`src/hw/rtl/sfpc_pkg.sv`:
```
// ----------------------------------------------------------------------------
// sfpc_pkg
// Shared constants, types and the check step for the framed packet checker.
// ----------------------------------------------------------------------------
`default_nettype none

package sfpc_pkg;

    localparam int PACKET_BYTES_DEF = 11;
    localparam int POS_W            = 4;
    localparam int PAYLOAD_W        = 64;
    localparam int CHECK_W          = 16;

    localparam logic [7:0]         SYNC_BYTE  = 8'hFF;
    localparam logic [CHECK_W-1:0] CHECK_POLY = 16'h1021;

    typedef logic [POS_W-1:0] t_pos;

    typedef struct packed {
        logic [PAYLOAD_W-1:0] payload;
        logic                 check_ok;
        logic [CHECK_W-1:0]   received_check;
    } t_result;

    // One payload byte into the running check: shift, fold the top bit back
    // in through the polynomial, then mix in the byte pair.
    function automatic logic [CHECK_W-1:0] check_step(
        input logic [CHECK_W-1:0] chk,
        input logic [7:0]         prev,
        input logic [7:0]         cur
    );
        logic [CHECK_W-1:0] sh;
        sh = {chk[CHECK_W-2:0], 1'b0};
        if (chk[CHECK_W-1]) begin
            sh = sh ^ CHECK_POLY;
        end
        return sh ^ {prev, cur};
    endfunction

endpackage

`default_nettype wire

```
`src/hw/rtl/sfpc_framer.sv`:
```
// ----------------------------------------------------------------------------
// sfpc_framer
// Sync hunt, byte position tracking, payload collection and running check.
// ----------------------------------------------------------------------------
`default_nettype none

module sfpc_framer #(
    parameter int PACKET_BYTES = sfpc_pkg::PACKET_BYTES_DEF
) (
    input  wire logic              i_clk,
    input  wire logic              i_rst_n,
    input  wire logic              i_step,
    input  wire logic [7:0]        i_byte,
    output logic                   o_emit,
    output sfpc_pkg::t_result      o_result
);

    localparam sfpc_pkg::t_pos POS_END  = sfpc_pkg::t_pos'(PACKET_BYTES);
    localparam sfpc_pkg::t_pos POS_DATA = sfpc_pkg::t_pos'(PACKET_BYTES - 3);
    localparam sfpc_pkg::t_pos POS_CHI  = sfpc_pkg::t_pos'(PACKET_BYTES - 2);

    sfpc_pkg::t_pos                  r_pos, n_pos;
    logic [sfpc_pkg::CHECK_W-1:0]    r_check;
    logic [7:0]                      r_prev;
    logic [sfpc_pkg::PAYLOAD_W-1:0]  r_payload;
    logic [7:0]                      r_chk_hi;

    logic hunt, is_data, is_chk_hi;
    logic [sfpc_pkg::CHECK_W-1:0] rx_check;

    assign hunt      = (r_pos == '0) || (r_pos >= POS_END);
    assign is_data   = !hunt && (r_pos <= POS_DATA);
    assign is_chk_hi = !hunt && (r_pos == POS_CHI);
    assign o_emit    = !hunt && !is_data && !is_chk_hi;

    assign rx_check = {r_chk_hi, i_byte};

    always_comb begin
        o_result.payload        = r_payload;
        o_result.check_ok       = (r_check == rx_check);
        o_result.received_check = rx_check;
    end

    always_comb begin
        n_pos = r_pos;
        if (hunt) begin
            n_pos = (i_byte == sfpc_pkg::SYNC_BYTE) ? sfpc_pkg::t_pos'(1) : '0;
        end else if (o_emit) begin
            n_pos = '0;
        end else begin
            n_pos = r_pos + sfpc_pkg::t_pos'(1);
        end
    end

    always_ff @(posedge i_clk) begin
        if (!i_rst_n) begin
            r_pos <= '0;
        end else if (i_step) begin
            r_pos <= n_pos;
        end
    end

    // datapath state: check, prev byte and payload cleared on sync before any use
    always_ff @(posedge i_clk) begin
        if (i_step) begin
            if (hunt && (i_byte == sfpc_pkg::SYNC_BYTE)) begin
                r_check   <= '0;
                r_prev    <= '0;
                r_payload <= '0;
            end else if (is_data) begin
                r_check   <= sfpc_pkg::check_step(r_check, r_prev, i_byte);
                r_prev    <= i_byte;
                r_payload <= {r_payload[sfpc_pkg::PAYLOAD_W-9:0], i_byte};
            end
            if (is_chk_hi) begin
                r_chk_hi <= i_byte;
            end
        end
    end

endmodule

`default_nettype wire

```
`config.mk`:
```
export PLATFORM = sky130hd
export DESIGN_NAME = sfpc_framer
export DESIGN_NICKNAME = d
export VERILOG_FILES = /design/src/hw/rtl/sfpc_pkg.sv /design/src/hw/rtl/sfpc_framer.sv
export SDC_FILE = /design/constraint.sdc
export NUM_CORES = 1
export LEC_CHECK = 0
export ABC_CLOCK_PERIOD_IN_PS = 7300
export BUFFER_PORTS_ARGS = -buffer_cell sky130_fd_sc_hd__buf_2
export CAP_MARGIN = 20
export CORE_UTILIZATION = 35
export DETAILED_ROUTE_END_ITERATION = 6
export PLACE_DENSITY = 0.58
export SYNTH_ARGS = -nofsm -noshare
export SYNTH_HDL_FRONTEND = slang
export SYNTH_SLANG_ARGS = --single-unit
```
`constraint.sdc`:
```
create_clock -name i_clk -period 7.3 [get_ports i_clk]
set_clock_uncertainty 0.05 [all_clocks]
set_input_delay 1.825 -clock i_clk [delete_from_list [all_inputs] [get_ports i_clk]]
set_output_delay 1.825 -clock i_clk [all_outputs]
set_load 0.03 [all_outputs]
```
==> run metrics <==
status complete, no violations; via count 2,267; Mapped Cells 260; final setup violation count 0; share of layout cells above drive strength 1 31.9%; crit-path max cell delay 0.25 ns; HPWL after DPL 4640 um; FF+latch area 2720 um2; initial antenna violation count 0; Reg2Reg Depth 7; drt total wl 7170 um; sequential area share after synthesis 70.5%; Root Driver clkbuf_8; clock latency on the worst-skew pair 0.35 ns; die height 107 um; Multi-input gate area 1030 um2; most frequently used flop master after synthesis edfxtp_1; gpl congestion 0.791; clk sink count 92; required time worst endpoint 5.43 ns; fmax 216 MHz; DR iter-0 viols 48; Initial Utilization 36.8%; CP max-delay cell nor4_1; first-pass GRT wire length 11,300 um; Final min period 4.62 ns; worst hold-check path type reg2reg; hold_buf cts 0; # resized after CTS 0; Syn Area/Cell 14.9 um2; Buffers on Ports 92; PwrDens 232 nW/um2; CTS tree yes; worst-path cell chain buf_2 > xnor2_1 > nand4_1 > nor4_1 > buf_2; Final Max Slew Viols 0; Critical Path End Type primary output; FP Rows 37; IR drop worst, VDD 0.000115 V; post-CTS setup repair buffer count 0; Worst slew margin 44.2%; Leak 1.73 nW; Fin. Hold Viols 0; GRT Util Overall 13.0%; Post-synth EDFFs 88; top post-synthesis cells by area edfxtp_1 (68%), nor2b_1 (11%), xnor2_1 (7.3%); yosys warns 0; number of max-cap violations 0; DRT antenna net count 0; Synth top area share 68.4%; Slew @ Worst Pin 0.836 ns; die area 11,500 um2; Filler cells 975; clk buf depth 2; synthesis-stage register bit count 92; critical path arrival 2.75 ns; Reg clk slew, reported paths 0.09 ns; RSZ-0062 raised after global routing false; Critical Path Most Common Cell buf_2; nets 363; WL/cell 14.6 um; Post-Syn Area 3860 um2; most frequent cell after synthesis edfxtp_1; GRT overflow 0; Num CTS Buffers 9; hold path depth 2; Crit Path Max Fanout 6; H-tree level count 3; Via density 4.63; Ant. Diodes 0; area grow syn2layout 21.0%; Die Wd 107 um; Hold Slack 0.474 ns; Final Instance Area 4670 um2; syn nets 274; Async S/R FF share, synth 0%; I/O pin count 93; core area 10,500 um2; vias in the first global route 2,167; setup tns final 0 ns; type of the worst setup path in2out; drt first pass iters 4; dpl cell area 4410 um2; top cell type by total area after synthesis edfxtp_1; Commonest cells post-synth edfxtp_1 (88), nor2b_1 (65), xnor2_1 (32); largest net degree at the start of global routing 82; DR DRC count 0; Cell variety after synth 30; Startpoint Class input port; Final period util 63.3%
-- critical path: cells and delay by family --
family | cells | cell delay, ns
AND/OR/NAND/NOR | 2 | 0.35
XOR/XNOR | 1 | 0.19
buffers and inverters | 2 | 0.38
-- cell usage in the layout (no fill, tap or decap), types with 2 or more instances in the layout --
| cell | n |
|---|---|
| xor2_1 | 2 |
| and3_1 | 2 |
| inv_1 | 4 |
| nor2_1 | 18 |
| buf_2 | 92 |
| dfxtp_1 | 4 |
| clkbuf_8 | 9 |
| bufinv_16 | 3 |
| ha_1 | 3 |
| nor2b_1 | 65 |
| xnor2_1 | 32 |
| edfxtp_1 | 88 |
| and2_1 | 2 |
| nand4_1 | 6 |
-- kinds of logic after synthesis --
| group | share of synthesized area (%) |
|---|---|
| AO/OA/AOI/OAI | 2.01 |
| XOR/XNOR | 7.71 |
| adder cells (fa/ha/maj) | 0.972 |
| buffers and inverters | 3.04 |
| flip-flops | 70.5 |
| AND/OR/NAND/NOR | 15.8 |
-- flip-flops by register name (all words and copies together) (netlist names) --
signal,count
r_check,16
r_chk_hi,8
r_payload,57
r_pos,4
r_prev,7
-- final cells by class --
cell class                 count  area share, %
clock buffer                   9           2.65
clock inverter                 7           2.46
inverter                       4          0.321
multi-input combinational    148           22.0
sequential                    92           58.3
tap                          136           3.64
timing repair buffer          94           10.6
-- worst paths after layout --
kind | startpoint | endpoint | slack [ns]
worst max-delay path | i_byte[0] | o_result[16] | 2.68
worst min-delay path | r_pos[1] | r_pos[1] | 0.47
worst max register to register | r_pos[0] | r_check[14] | 4.84
worst min register to register | r_pos[1] | r_pos[1] | 0.47
-- per-stage QoR --
stage	std cells	power [mW]	utilization [%]	worst slack, ns
after floorplan	260	0.667	-	2.36
after global placement	473	0.687	41.9	2.64
after detailed placement	473	0.689	41.9	2.67
after CTS	489	1.09	44.2	2.67
after global routing	490	1.12	44.5	2.62
final	490	1.09	44.5	2.68
-- routing by layer --
| layer | share of wire [%] | GRT usage, % | routed length (um) |
|---|---|---|---|
| met1 | 48 | 17.7 | 3450 |
| met2 | 45 | 19.6 | 3250 |
| met3 | 5.5 | 3.95 | 394 |
| met4 | 1.1 | 4.99 | 78 |
| met5 | 0 | 0 | 0 |
-- where the power goes --
group / internal, mW / leakage [nW] / switching [mW]
Sequential: 0.592 / 0.835 / 0.00763
Clock: 0.226 / 0.117 / 0.183
Combinational: 0.0264 / 0.783 / 0.0503
Total: 0.845 / 1.73 / 0.241
Note: power is estimated with default switching activity, not from simulation.
